===== config.mk =====
export PLATFORM = sky130hd
export DESIGN_NAME = pll_divider_search
export DESIGN_NICKNAME = d
export VERILOG_FILES = /design/src/hdl/pds_pkg.sv /design/src/hdl/pds_divider.sv /design/src/hdl/pll_divider_search.sv
export VERILOG_INCLUDE_DIRS = /design/src /design/src/hdl
export SDC_FILE = /design/constraint.sdc
export NUM_CORES = 2
export LEC_CHECK = 0
export ABC_AREA = 1
export ABC_CLOCK_PERIOD_IN_PS = 7550
export BUFFER_PORTS_ARGS = -buffer_cell sky130_fd_sc_hd__buf_2
export CAP_MARGIN = 10
export CELL_PAD_IN_SITES_DETAIL_PLACEMENT = 0
export CELL_PAD_IN_SITES_GLOBAL_PLACEMENT = 1
export CORE_MARGIN = 5
export CORE_UTILIZATION = 44
export CTS_BUF_LIST = sky130_fd_sc_hd__clkbuf_4 sky130_fd_sc_hd__clkbuf_8
export CTS_CLUSTER_SIZE = 30
export DETAILED_ROUTE_END_ITERATION = 8
export MAX_ROUTING_LAYER = met4
export PLACE_DENSITY_LB_ADDON = 0.1
export SYNTH_ARGS = -nofsm -noshare
export SYNTH_HDL_FRONTEND = slang
export SYNTH_SLANG_ARGS = --single-unit
export TNS_END_PERCENT = 100

===== constraint.sdc =====
create_clock -name clk_i -period 7.55 [get_ports clk_i]
set_clock_uncertainty 0.2 [all_clocks]
set_input_delay 1.51 -clock clk_i [delete_from_list [all_inputs] [get_ports clk_i]]
set_output_delay 1.51 -clock clk_i [all_outputs]
set_load 0.05 [all_outputs]

===== src/hdl/pll_divider_search_macros.svh =====
// ---------------------------------------------------------------------------
// pll divider search assertion macros
// shared concurrent assertion forms for the divider search
// ---------------------------------------------------------------------------
`ifndef PLL_DIVIDER_SEARCH_MACROS_SVH
`define PLL_DIVIDER_SEARCH_MACROS_SVH

// a property that must hold at every clock edge outside reset
`define PDS_ASSERT(lbl, clk, rstn, prop) \
  lbl: assert property (@(posedge clk) disable iff (!rstn) (prop)) \
    else $error("pds assertion failed");

// an implication whose consequence is checked in the cycle after the antecedent
`define PDS_ASSERT_NEXT(lbl, clk, rstn, ante, cons) \
  lbl: assert property (@(posedge clk) disable iff (!rstn) (ante) |=> (cons)) \
    else $error("pds assertion failed");

`endif


===== src/hdl/pds_pkg.sv =====
// ---------------------------------------------------------------------------
// pll divider search package
// shared widths, constants and status codes
// ---------------------------------------------------------------------------
package pds_pkg;

  localparam int unsigned NrLimitDef = 200;
  localparam int unsigned OdLimitDef = 2048;

  localparam logic [31:0] ResetLimitHz = 32'd2200000000;
  localparam logic [20:0] NfMax        = 21'h1FFFFF;
  localparam logic [9:0]  Permille     = 10'd1000;

  localparam logic [1:0] StFound   = 2'd0;
  localparam logic [1:0] StZeroIn  = 2'd1;
  localparam logic [1:0] StNoSoln  = 2'd2;

  localparam logic CfgMaxVco = 1'b0;
  localparam logic CfgMaxOut = 1'b1;

endpackage


===== src/hdl/pds_divider.sv =====
// ---------------------------------------------------------------------------
// pll divider search bit-serial divider
// restoring division of a 64-bit dividend by a 64-bit divisor, one quotient
// bit per cycle
// ---------------------------------------------------------------------------
module pds_divider (
  input  logic        clk_i,
  input  logic        rst_ni,
  input  logic        start_i,
  input  logic [63:0] dividend_i,
  input  logic [63:0] divisor_i,
  output logic        done_o,
  output logic [63:0] quot_o
);

  logic [63:0] rem_q, rem_d;
  logic [63:0] quot_q, quot_d;
  logic [63:0] dvs_q, dvs_d;
  logic [6:0]  cnt_q, cnt_d;
  logic        busy_q, busy_d;
  logic        done_q, done_d;
  logic [64:0] trial;
  logic [64:0] shifted;

  assign shifted = {rem_q, quot_q[63]};
  assign trial   = shifted - {1'b0, dvs_q};

  always_comb begin
    rem_d  = rem_q;
    quot_d = quot_q;
    dvs_d  = dvs_q;
    cnt_d  = cnt_q;
    busy_d = busy_q;
    done_d = 1'b0;
    if (start_i) begin
      rem_d  = '0;
      quot_d = dividend_i;
      dvs_d  = divisor_i;
      cnt_d  = 7'd64;
      busy_d = 1'b1;
    end else if (busy_q) begin
      if (!trial[64]) begin
        rem_d = trial[63:0];
      end else begin
        rem_d = shifted[63:0];
      end
      quot_d = {quot_q[62:0], ~trial[64]};
      cnt_d  = cnt_q - 7'd1;
      if (cnt_q == 7'd1) begin
        busy_d = 1'b0;
        done_d = 1'b1;
      end
    end
  end

  always_ff @(posedge clk_i or negedge rst_ni) begin
    if (!rst_ni) begin
      busy_q <= 1'b0;
      done_q <= 1'b0;
      cnt_q  <= '0;
    end else begin
      busy_q <= busy_d;
      done_q <= done_d;
      cnt_q  <= cnt_d;
    end
  end

  always_ff @(posedge clk_i) begin
    rem_q  <= rem_d;
    quot_q <= quot_d;
    dvs_q  <= dvs_d;
  end

  assign done_o = done_q;
  assign quot_o = quot_q;

endmodule


===== src/hdl/pll_divider_search.sv =====
// ---------------------------------------------------------------------------
// pll divider search
// searches integer reference, output and feedback dividers for a request
// ---------------------------------------------------------------------------
// a transaction on the input channel (in_valid_i / in_ready_o) carries the
// reference and requested rates; one result transaction follows on the
// output channel (out_valid_o / out_ready_i).
// the search walks nr from 1 to NR_LIMIT-1 and od from 1 to the od bound.
// all divisions share one bit-serial divider. the od bound takes one
// division at the start. a full candidate takes four divisions; a
// candidate with nf too wide ends after the first division, one over the
// output limit after the second and one over the vco limit after the
// third. the worst case walks every candidate; typical requests end far
// sooner at the first exact hit. the result of a zero input is offered
// in the cycle after acceptance.
// one request is in work at a time; in_ready_o is low from acceptance until
// the result is taken. a stalled receiver holds the result in the output
// register. reset restores both limit registers to 2.2 GHz and empties the
// block. limits are written through cfg_we_i / cfg_idx_i / cfg_data_i.
// ---------------------------------------------------------------------------
`include "pll_divider_search_macros.svh"

module pll_divider_search #(
  parameter int unsigned NR_LIMIT = pds_pkg::NrLimitDef,
  parameter int unsigned OD_LIMIT = pds_pkg::OdLimitDef
) (
  input  logic        clk_i,
  input  logic        rst_ni,
  input  logic        cfg_we_i,
  input  logic        cfg_idx_i,
  input  logic [31:0] cfg_data_i,
  input  logic        in_valid_i,
  output logic        in_ready_o,
  input  logic [31:0] ref_freq_hz_i,
  input  logic [31:0] req_freq_hz_i,
  output logic        out_valid_o,
  input  logic        out_ready_i,
  output logic [1:0]  status_o,
  output logic [7:0]  ref_div_o,
  output logic [11:0] out_div_o,
  output logic [20:0] fb_mult_o,
  output logic [31:0] achieved_hz_o,
  output logic [9:0]  error_permille_o
);

  localparam int NrW = $clog2(NR_LIMIT);
  localparam int OdW = $clog2(OD_LIMIT + 1);

  localparam logic [3:0] S_IDLE = 4'd0;
  localparam logic [3:0] S_ODB  = 4'd1;
  localparam logic [3:0] S_NF   = 4'd2;
  localparam logic [3:0] S_CHK  = 4'd3;
  localparam logic [3:0] S_FO   = 4'd4;
  localparam logic [3:0] S_FV   = 4'd5;
  localparam logic [3:0] S_SC   = 4'd6;
  localparam logic [3:0] S_EVAL = 4'd7;
  localparam logic [3:0] S_NEXT = 4'd8;
  localparam logic [3:0] S_DONE = 4'd9;
  localparam logic [3:0] S_OUT  = 4'd10;
  localparam logic [3:0] S_WAIT = 4'd11;

  logic [3:0]  state_q, state_d;
  logic [31:0] max_vco_q, max_out_q;
  logic [31:0] ref_q, req_q;
  logic [OdW-1:0] odmax_q;
  logic [NrW-1:0] nr_q;
  logic [OdW-1:0] od_q;
  logic [NrW+OdW-1:0] div_q;
  logic [20:0] nf_q;
  logic [31:0] fout_q;
  logic        have_q, exact_q;
  logic [NrW-1:0] bnr_q;
  logic [OdW-1:0] bod_q;
  logic [20:0] bnf_q;
  logic [31:0] bhz_q;
  logic [9:0]  berr_q;
  logic [1:0]  st_q;
  logic [9:0]  err;
  logic [52:0] prod_q;

  logic        dv_start;
  logic [63:0] dv_num, dv_den;
  logic        dv_done;
  logic [63:0] dv_quot;
  logic        wait_q;

  logic [OdW-1:0] od_n;
  logic [NrW-1:0] nr_n;
  logic           first_q;
  logic           walk_end;

  pds_divider u_div (
    .clk_i      (clk_i),
    .rst_ni     (rst_ni),
    .start_i    (dv_start),
    .dividend_i (dv_num),
    .divisor_i  (dv_den),
    .done_o     (dv_done),
    .quot_o     (dv_quot)
  );

  assign in_ready_o  = (state_q == S_IDLE);
  assign out_valid_o = (state_q == S_OUT);

  always_comb begin
    if (dv_quot[9:0] >= pds_pkg::Permille) begin
      err = dv_quot[9:0] - pds_pkg::Permille;
    end else begin
      err = pds_pkg::Permille - dv_quot[9:0];
    end
  end

  always_ff @(posedge clk_i or negedge rst_ni) begin
    if (!rst_ni) begin
      max_vco_q <= pds_pkg::ResetLimitHz;
      max_out_q <= pds_pkg::ResetLimitHz;
    end else if (cfg_we_i) begin
      if (cfg_idx_i == pds_pkg::CfgMaxVco) begin
        max_vco_q <= cfg_data_i;
      end else begin
        max_out_q <= cfg_data_i;
      end
    end
  end

  // candidate walk: S_NEXT advances (nr, od)
  always_comb begin
    od_n     = od_q;
    nr_n     = nr_q;
    walk_end = 1'b0;
    if (first_q) begin
      od_n = {{(OdW-1){1'b0}}, 1'b1};
      nr_n = {{(NrW-1){1'b0}}, 1'b1};
      walk_end = (odmax_q == '0);
    end else if (od_q >= odmax_q) begin
      od_n = {{(OdW-1){1'b0}}, 1'b1};
      nr_n = nr_q + {{(NrW-1){1'b0}}, 1'b1};
      walk_end = ({1'b0, nr_n} >= (NrW+1)'(NR_LIMIT)) || (nr_q == '1);
    end else begin
      od_n = od_q + {{(OdW-1){1'b0}}, 1'b1};
    end
  end

  always_comb begin
    state_d  = state_q;
    dv_start = 1'b0;
    dv_num   = '0;
    dv_den   = 64'd1;
    case (state_q)
      S_IDLE: begin
        if (in_valid_i) begin
          if (ref_freq_hz_i == '0 || req_freq_hz_i == '0) begin
            state_d = S_OUT;
          end else begin
            state_d  = S_ODB;
            dv_start = 1'b1;
            dv_num   = {32'd0, max_vco_q};
            dv_den   = {32'd0, req_freq_hz_i};
          end
        end
      end
      S_ODB: begin
        if (dv_done) begin
          state_d = S_NEXT;
        end
      end
      S_NF: begin
        if (dv_done) begin
          if (dv_quot > {43'd0, pds_pkg::NfMax}) begin
            state_d = S_NEXT;
          end else begin
            state_d = S_CHK;
          end
        end
      end
      S_CHK: begin
        if (wait_q) begin
          state_d  = S_FO;
          dv_start = 1'b1;
          dv_num   = {11'd0, prod_q};
          dv_den   = {{(64-NrW-OdW){1'b0}}, div_q};
        end
      end
      S_FO: begin
        if (dv_done) begin
          if (dv_quot > {32'd0, max_out_q}) begin
            state_d = S_NEXT;
          end else begin
            state_d  = S_FV;
            dv_start = 1'b1;
            dv_num   = {11'd0, prod_q};
            dv_den   = {{(64-NrW){1'b0}}, nr_q};
          end
        end
      end
      S_FV: begin
        if (dv_done) begin
          if (dv_quot > {32'd0, max_vco_q}) begin
            state_d = S_NEXT;
          end else begin
            state_d  = S_SC;
            dv_start = 1'b1;
            dv_num   = {22'd0, fout_q, 10'd0} - {29'd0, fout_q, 3'd0}
                       - {28'd0, fout_q, 4'd0};
            dv_den   = {32'd0, req_q};
          end
        end
      end
      S_SC: begin
        if (dv_done) begin
          state_d = S_EVAL;
        end
      end
      S_EVAL: begin
        state_d = S_NEXT;
      end
      S_NEXT: begin
        if (exact_q || walk_end) begin
          state_d = S_DONE;
        end else begin
          state_d = S_WAIT;
        end
      end
      S_WAIT: begin
        state_d  = S_NF;
        dv_start = 1'b1;
        dv_num   = {11'd0, 53'(req_q) * 53'(div_q)};
        dv_den   = {32'd0, ref_q};
      end
      S_DONE: begin
        state_d = S_OUT;
      end
      S_OUT: begin
        if (out_ready_i) begin
          state_d = S_IDLE;
        end
      end
      default: state_d = S_IDLE;
    endcase
  end

  always_ff @(posedge clk_i or negedge rst_ni) begin
    if (!rst_ni) begin
      state_q <= S_IDLE;
      have_q  <= 1'b0;
      exact_q <= 1'b0;
      first_q <= 1'b0;
      wait_q  <= 1'b0;
    end else begin
      state_q <= state_d;
      wait_q  <= (state_q == S_CHK) && !wait_q;
      if (state_q == S_IDLE && in_valid_i) begin
        have_q  <= 1'b0;
        exact_q <= 1'b0;
        first_q <= 1'b1;
      end
      if (state_q == S_NEXT) begin
        first_q <= 1'b0;
      end
      if (state_q == S_EVAL && (!have_q || err < berr_q)) begin
        have_q <= 1'b1;
      end
      if (state_q == S_EVAL && err == '0) begin
        exact_q <= 1'b1;
      end
    end
  end

  always_ff @(posedge clk_i) begin
    if (state_q == S_IDLE && in_valid_i) begin
      ref_q <= ref_freq_hz_i;
      req_q <= req_freq_hz_i;
      st_q  <= pds_pkg::StZeroIn;
    end
    if (state_q == S_ODB && dv_done) begin
      if (dv_quot > 64'(OD_LIMIT)) begin
        odmax_q <= OdW'(OD_LIMIT);
      end else begin
        odmax_q <= dv_quot[OdW-1:0];
      end
    end
    if (state_q == S_NEXT && state_d == S_WAIT) begin
      nr_q   <= nr_n;
      od_q   <= od_n;
      div_q  <= (NrW+OdW)'(nr_n) * (NrW+OdW)'(od_n);
    end
    if (state_q == S_NF && dv_done) begin
      nf_q <= dv_quot[20:0];
    end
    if (state_q == S_CHK && !wait_q) begin
      prod_q <= 53'(ref_q) * 53'(nf_q);
    end
    if (state_q == S_FO && dv_done) begin
      fout_q <= dv_quot[31:0];
    end
    if (state_q == S_EVAL && (!have_q || err < berr_q)) begin
      bnr_q  <= nr_q;
      bod_q  <= od_q;
      bnf_q  <= nf_q;
      bhz_q  <= fout_q;
      berr_q <= err;
    end
    if (state_q == S_DONE) begin
      st_q <= have_q ? pds_pkg::StFound : pds_pkg::StNoSoln;
    end
  end

  assign status_o         = st_q;
  assign ref_div_o        = (st_q == pds_pkg::StFound) ? 8'(bnr_q) : '0;
  assign out_div_o        = (st_q == pds_pkg::StFound) ? 12'(bod_q) : '0;
  assign fb_mult_o        = (st_q == pds_pkg::StFound) ? bnf_q : '0;
  assign achieved_hz_o    = (st_q == pds_pkg::StFound) ? bhz_q : '0;
  assign error_permille_o = (st_q == pds_pkg::StFound) ? berr_q : '0;

  `PDS_ASSERT(a_hs_excl, clk_i, rst_ni, !(in_ready_o && out_valid_o))
  `PDS_ASSERT_NEXT(a_out_hold, clk_i, rst_ni, out_valid_o && !out_ready_i, out_valid_o)
  `PDS_ASSERT_NEXT(a_done_out, clk_i, rst_ni, state_q == S_DONE, out_valid_o)

endmodule

==> After elaboration in Yosys (flattened, before gate mapping) <==
Cells that the tools add are included.
{ "word_totals": {"in_bits": 102, "wordCells": 159, "register_bits": 580} }
{ "classes": {"n_reduce_logical": 27, "muxes": 69, "magnitude_cmp": 8, "eq_ne": 14, "n_addsub": 8, "bitwise_logic": 2, "n_mul": 3} }
{ "op_table": {"columns": ["op", "count"], "rows": [
  ["64-bit 2-to-1 mux", 5],
  ["64-bit one-hot mux with 5 select lines", 1],
  ["32-bit 2-to-1 mux", 7],
  ["32-bit one-hot mux with 5 select lines", 1],
  ["53-bit 2-to-1 mux", 3],
  ["64-bit by 32-bit > comparator with 1-bit output", 2],
  ["65-bit by 64-bit subtractor with 65-bit output", 1],
  ["64-bit by 12-bit > comparator with 1-bit output, second input constant", 1],
  ["64-bit by 21-bit > comparator with 1-bit output, second input constant", 1],
  ["32-bit logical NOT", 2],
  ["32-bit by 21-bit multiplier with 53-bit output", 1],
  ["32-bit by 20-bit multiplier with 52-bit output", 1],
  ["4-bit 2-to-1 mux", 12],
  ["4-bit one-hot mux with 12 select lines", 1],
  ["43-bit by 37-bit subtractor with 44-bit output", 1],
  ["42-bit by 35-bit subtractor with 43-bit output", 1],
  ["8-bit 2-to-1 mux", 5],
  ["12-bit 2-to-1 mux", 3],
  ["21-bit 2-to-1 mux", 1],
  ["4-bit == test, second input constant", 5],
  ["8-bit by 12-bit multiplier with 20-bit output", 1],
  ["1-bit 2-to-1 mux", 20],
  ["10-bit 2-to-1 mux", 2],
  ["20-bit 2-to-1 mux", 1],
  ["27 further kinds", 52]
]} }

==> Longest topological paths before layout <==
{ "logic_depth": {"ltp_word": 10, "ltp_mapped": 31, "mapped_depth_nobuf": 31} }

==> Modules after synthesis <==
From an unflattened synthesis, not the netlist that was laid out.
{ "unflattened": {"cells_unflattened": 10960, "hier_area_um2": 83498.8} }
{ "modules_own_cells": {"columns": ["mod", "seq_area_each_um2", "area_per_inst_um2", "cells_each", "n_inst"], "rows": [
  ["pll_divider_search", 11043.1, 68699.6, 8673, 1],
  ["pds_divider", 5350.1, 14799.2, 2287, 1]
]} }

==> Worst setup path before layout <==
No wires, ideal clock.
{ "synth_timing": {"path_type": "register to register", "startpoint": "reg div_q[11]", "endpoint": "reg u_div.quot_q[50] (netlist: u_div.quot_o[50]), data pin", "setup_time_ps": 262, "path_buffers": 2, "arrival_time_ps": 6300, "path_slack_ps": 788, "stages_incl_launch_ff": 31, "required_ps": 7088, "cell_sequence": "edfxtp_1 > clkbuf_1 > clkbuf_1 > nand2_1 > fa_1 > inv_1 > fa_1 > inv_1 > fa_1 > inv_1 > fa_1 > fa_1 > fa_1 > inv_1 > fa_1 > inv_1 > ha_1 > nand2_1 > nor2_1 > inv_1 > nor2_1 > and3_1 > nand2_1 > nand3_1 > a21oi_1 > o21ai_0 > nand2_1 > nand2_1 > nor2_1 > a21oi_1 > nand3_1"} }
{ "synth_between": {"elab_chain_cells": 3} }
{ "synth_lines": {"columns": ["element", "line_no", "text"], "rows": [
  ["start, declared", "pll_divider_search.sv:68", "logic [NrW+OdW-1:0] div_q;"],
  ["start signal, assigned", "pll_divider_search.sv:285", "div_q <= (NrW+OdW)'(nr_n) * (NrW+OdW)'(od_n);"],
  ["32-bit by 20-bit multiplier with 52-bit output", "pll_divider_search.sv:227", "dv_num = {11'd0, 53'(req_q) * 53'(div_q)};"],
  ["64-bit one-hot mux with 5 select lines", "pll_divider_search.sv:149", "case (state_q)"],
  ["64-bit 2-to-1 mux", "pds_divider.sv:35", "if (start_i) begin"],
  ["via u_div.quot_d[50]", "pds_divider.sv:17", "logic [63:0] quot_q, quot_d;"],
  ["end signal, assigned", "pds_divider.sv:70", "quot_q <= quot_d;"],
  ["end, declared", "pds_divider.sv:17", null]
]} }
The timed path passes the listed nets, and every way through them passes these cells.
A chain may end at the register's enable or synchronous reset.

==> Worst setup path in the final report <==
{ "layout_timing": {"startpoint": "reg ref_q[13]", "endpoint": "reg prod_q[43], data pin"} }
{ "layout_between": {"elab_chain_cells": 1} }
{ "layout_lines": {"columns": ["element", "line_no", "text"], "rows": [
  ["start, declared", "pll_divider_search.sv:64", "logic [31:0] ref_q, req_q;"],
  ["start signal, assigned", "pll_divider_search.sv:271", "ref_q <= ref_freq_hz_i;"],
  ["32-bit by 21-bit multiplier with 53-bit output", "pll_divider_search.sv:291", "prod_q <= 53'(ref_q) * 53'(nf_q);"],
  ["end signal, assigned", "pll_divider_search.sv:291", null],
  ["end, declared", "pll_divider_search.sv:79", "logic [52:0] prod_q;"]
]} }
Every way passes these cells.

==> flow_summary_export.csv <==
group,metric,value,unit
power_and_ir_drop,internal_power,5.472,mW
sta,setup_violations,0,
synth,yosys.area.top_type,"fa_1",
placed_design,placedInstanceArea,83890,µm²
setup_path,start_kind,"register",
global_routing,grt_overflow_total,0,
placed_design,place_hpwl,245800,µm
synth,ys_warn_count,0,
sta,slew_violations,0,
clocking,htreeDepth,3,
power_and_ir_drop,cellLeakagePower,48.22,nW
drt,drcViolationCount,0,
sta,rsz0062_at_grt,"no",
clocking,clockRootBuffer,"clkbuf_8",
setup_path,cp_slowest_cell,"fa_1",
synth,async_flop_share,14.78,%
power_and_ir_drop,power.density,84.02,nW/µm²
placed_design,place.gp.congestion,0.9545,
floorplanning,coreArea,177800,µm²
synth,synth_top_cells_by_count,"nand2_1, inv_1, fa_1",
global_routing,grtUsageTotal,32.64,%
setup_path,cp-end-kind,"register",
placed_design,place_inst,12470,
clocking,cts.sinks,548,
setup_path,critPathMaxStageDelay,0.73,ns
placed_design,port_buffers,188,
synth,syn_area_per_cell,7.857,µm²
global_routing,top_usage_layer,"met2",
drt,drt_wl_total,294900,µm
setup_path,cp_common_cell,"fa_1",
final_layout,nets,12090,
setup_path,critical_path.top_delay_family,"adder cells",
power_and_ir_drop,p_comb_share,3.3,%
outcome,status,"complete, no violations",
global_routing,use_met2,51.61,%
setup_path,cp_num_buf_inv,3,
setup_path,worstPathRequired,7.98,ns
setup_path,path_max_fanout,10,
setup_path,crit_chain,"buf_4, nand2_1, fa_1, fa_1, inv_1, fa_1, fa_1, fa_1, fa_1, fa_1, ha_1, a21oi_1, inv_1, a31oi_1, o21a_1, o221ai_1, a21oi_1, nor2_1, nor2_1, xnor2_1",
drt,ant_nets,0,
setup_path,crit_type,"reg -> reg",
final_layout,final_cells,12740,
floorplanning,dieArea,186700,µm²
clocking,cts_tree,"yes",
final_layout,drive_gt1_share,8.148,%
synth,synth_top_area_share,29.75,%
floorplanning,ios,189,
sta,timing.final.crit_share,97.12,%
final_layout,fillers,17840,
synth,synthCells,9978,
global_routing,antenna_found_initial,33,
synth,syn_area,78400,µm²
synth,yosysMostFrequentCell,"nand2_1",
clocking,clkTransAtPathRegs,0.06,ns
floorplanning,die_h,432.1,µm
setup_path,cp.arrival,7.77,ns
global_routing,use_met3,4.607,%
sta,timing.final.crit_period,7.332,ns
clocking,numCtsBuffers,109,
synth,ys_seq_area_share,19.68,%
setup_path,rrSetupSlack,0.22,ns
synth,synth.ff_latch_count,548,
power_and_ir_drop,power_switching,1.847,mW
clocking,cts_hold_buf,0,
synth,synthTopCellsByArea,"fa_1, edfxtp_1, nand2_1",
clocking,insertion_delay,0.93,ns
synth,synth_flop_cell,"edfxtp_1",
drt,num_vias,66820,
power_and_ir_drop,total_power,7.318,mW
global_routing,first_global_vias,69060,
sta,max-slew-margin-rel,24.10,%
placed_design,dp_slack,-0.1348,ns
global_routing,grt_first_pass_wirelength,442800,µm
sta,setup_slack,0.2178,ns
global_routing,use_met1,42.86,%
drt,drt_pass1_iterations,9,
power_and_ir_drop,peakVddDrop,0.1181,mV
synth,synth_nets,11790,
power_and_ir_drop,seqPwrFrac,44.9,%
drt,routed_via_density,5.244,
drt,drtIter0Drc,5363,
final_layout,synthToLayoutAreaGrowth,11.10,%
final_layout,post-route-util,48.98,%
drt,wire_per_inst,23.14,µm
power_and_ir_drop,switching_share,25.23,%
global_routing,grt_max_degree,104,
sta,worst_slew_pin_slew,1.136,ns
synth,synth_edf_count,403,
clocking,clockBufferDepth,3,
sta,hold_viol_final,0,
floorplanning,initial_core_util,44.08,%
power_and_ir_drop,power.clock.fraction,51.9,%
flow_run,drv_cap,0,
sta,max_freq,136.4,MHz
synth,synth_cell_types,56,
min_path,hold_class,"reg -> reg",
final_layout,final_cell_area,87100,µm²
floorplanning,row_count,155,
floorplanning,die_x,432.1,µm
kinds of logic (layout without fill, tap and decap cells):
family,Yosys count,in the layout,share of synthesized area (%)
other,0,16,0
buffers and inverters,2859,3252,13.76
AOI/OAI and AO/OA,1024,1024,7.293
DFF,548,548,19.68
adders and majority gates,1714,1714,38.51
xor gates and xnor gates,198,198,2.246
and+or+nand+nor,3635,3635,18.51
cells in the final DEF, fill, tap and decap left out, drive strengths merged, types with 26 or more instances in the layout:
master,n
a31oi,93
nand3,207
dfrtp,63
clkinv,42
xnor2,88
dfxtp,64
inv,2486
o211ai,35
buf,557
ha,549
fa,1165
xor2,110
nor4,46
o21ai,377
a21oi,380
nand2,2504
nand4,96
nor3,63
nor2,668
o21bai,30
clkbuf,148
edfxtp,403
a21o,26
flip-flops by register name, summed over array words and instances, names as in the netlist, 20 cells and up:
name and count:
u_div.quot_o 64, u_div.rem_q 64, prod_q 53, bhz_q 32
fout_q 32, max_out_q 32, max_vco_q 32, ref_q 32
req_q 32, u_div.dvs_q 32, bnf_q 21, nf_q 21
div_q 20
layout make-up:
| cell class | instances | area [µm²] | area share, % |
|---|---|---|---|
| Sequential cell | 548 | 15430 | 17.72 |
| Tap cell | 2355 | 2947 | 3.383 |
| Inverter | 2486 | 9335 | 10.72 |
| Antenna cell | 16 | 40.04 | 0.04597 |
| Timing Repair Buffer | 558 | 4384 | 5.034 |
| Clock buffer | 147 | 1861 | 2.136 |
| Multi-Input combinational cell | 6571 | 52340 | 60.09 |
| Clock inverter | 61 | 760.7 | 0.8734 |
stage by stage:
| stage | hold WS (ns) | setup TNS [ns] |
|---|---|---|
| 6_report | 0.2840 | 0 |
| 5_1_grt | 0.3050 | 0 |
| 4_1_cts | 0.2861 | 0 |
| 3_5_place_dp | 0.2757 | -0.1348 |
| 3_3_place_gp | 0.2666 | -0.1279 |
| 2_1_floorplan | 0.2504 | 0 |
worst register-to-register path: cells and delay by family (launching register included):
family          cells  cell delay [ns]
xor+xnor            1             0.12
compound gates      5             1.07
buf+inv             3             0.43
fa+ha+maj           8             4.25
simple gates        3             0.34
flops               1             0.62
final timing paths:
kind,endpoint,depth (start not counted),startpoint
min in group asynchronous,u_div.cnt_q[6],1,rst_ni
max in group asynchronous,max_out_q[11],2,rst_ni
worst max register to register,prod_q[43],20,ref_q[13]
worst min-delay path,u_div.rem_q[12],2,u_div.rem_q[12]
worst max-delay path,prod_q[43],20,ref_q[13]
worst min register to register,u_div.rem_q[12],2,u_div.rem_q[12]
timing repair:
action / CTS / global route
gates resized for setup: 1 / 37
setup buffers: 0 / 46
pin swaps: 0 / 3
endpoints found under the setup margin: 1 / 44
metal layers:
layer,up-vias,part of all wire [%]
met2,2287,46
met1,33350,42
li1,30690,-
met3,498,6.5
met5,-,0
met4,0,4.7
power groups by stage:
stage | Combinational, mW | Clock [mW] | Sequential [mW]
floorplan | 0.110 | 0 | 3.33
global placement | 0.231 | 0 | 3.35
detailed placement | 0.236 | 0 | 3.35
CTS | 0.238 | 3.89 | 3.28
global route | 0.261 | 4.00 | 3.29
finish | 0.238 | 3.80 | 3.29
No activity file was read; power rests on OpenSTA's default activity.
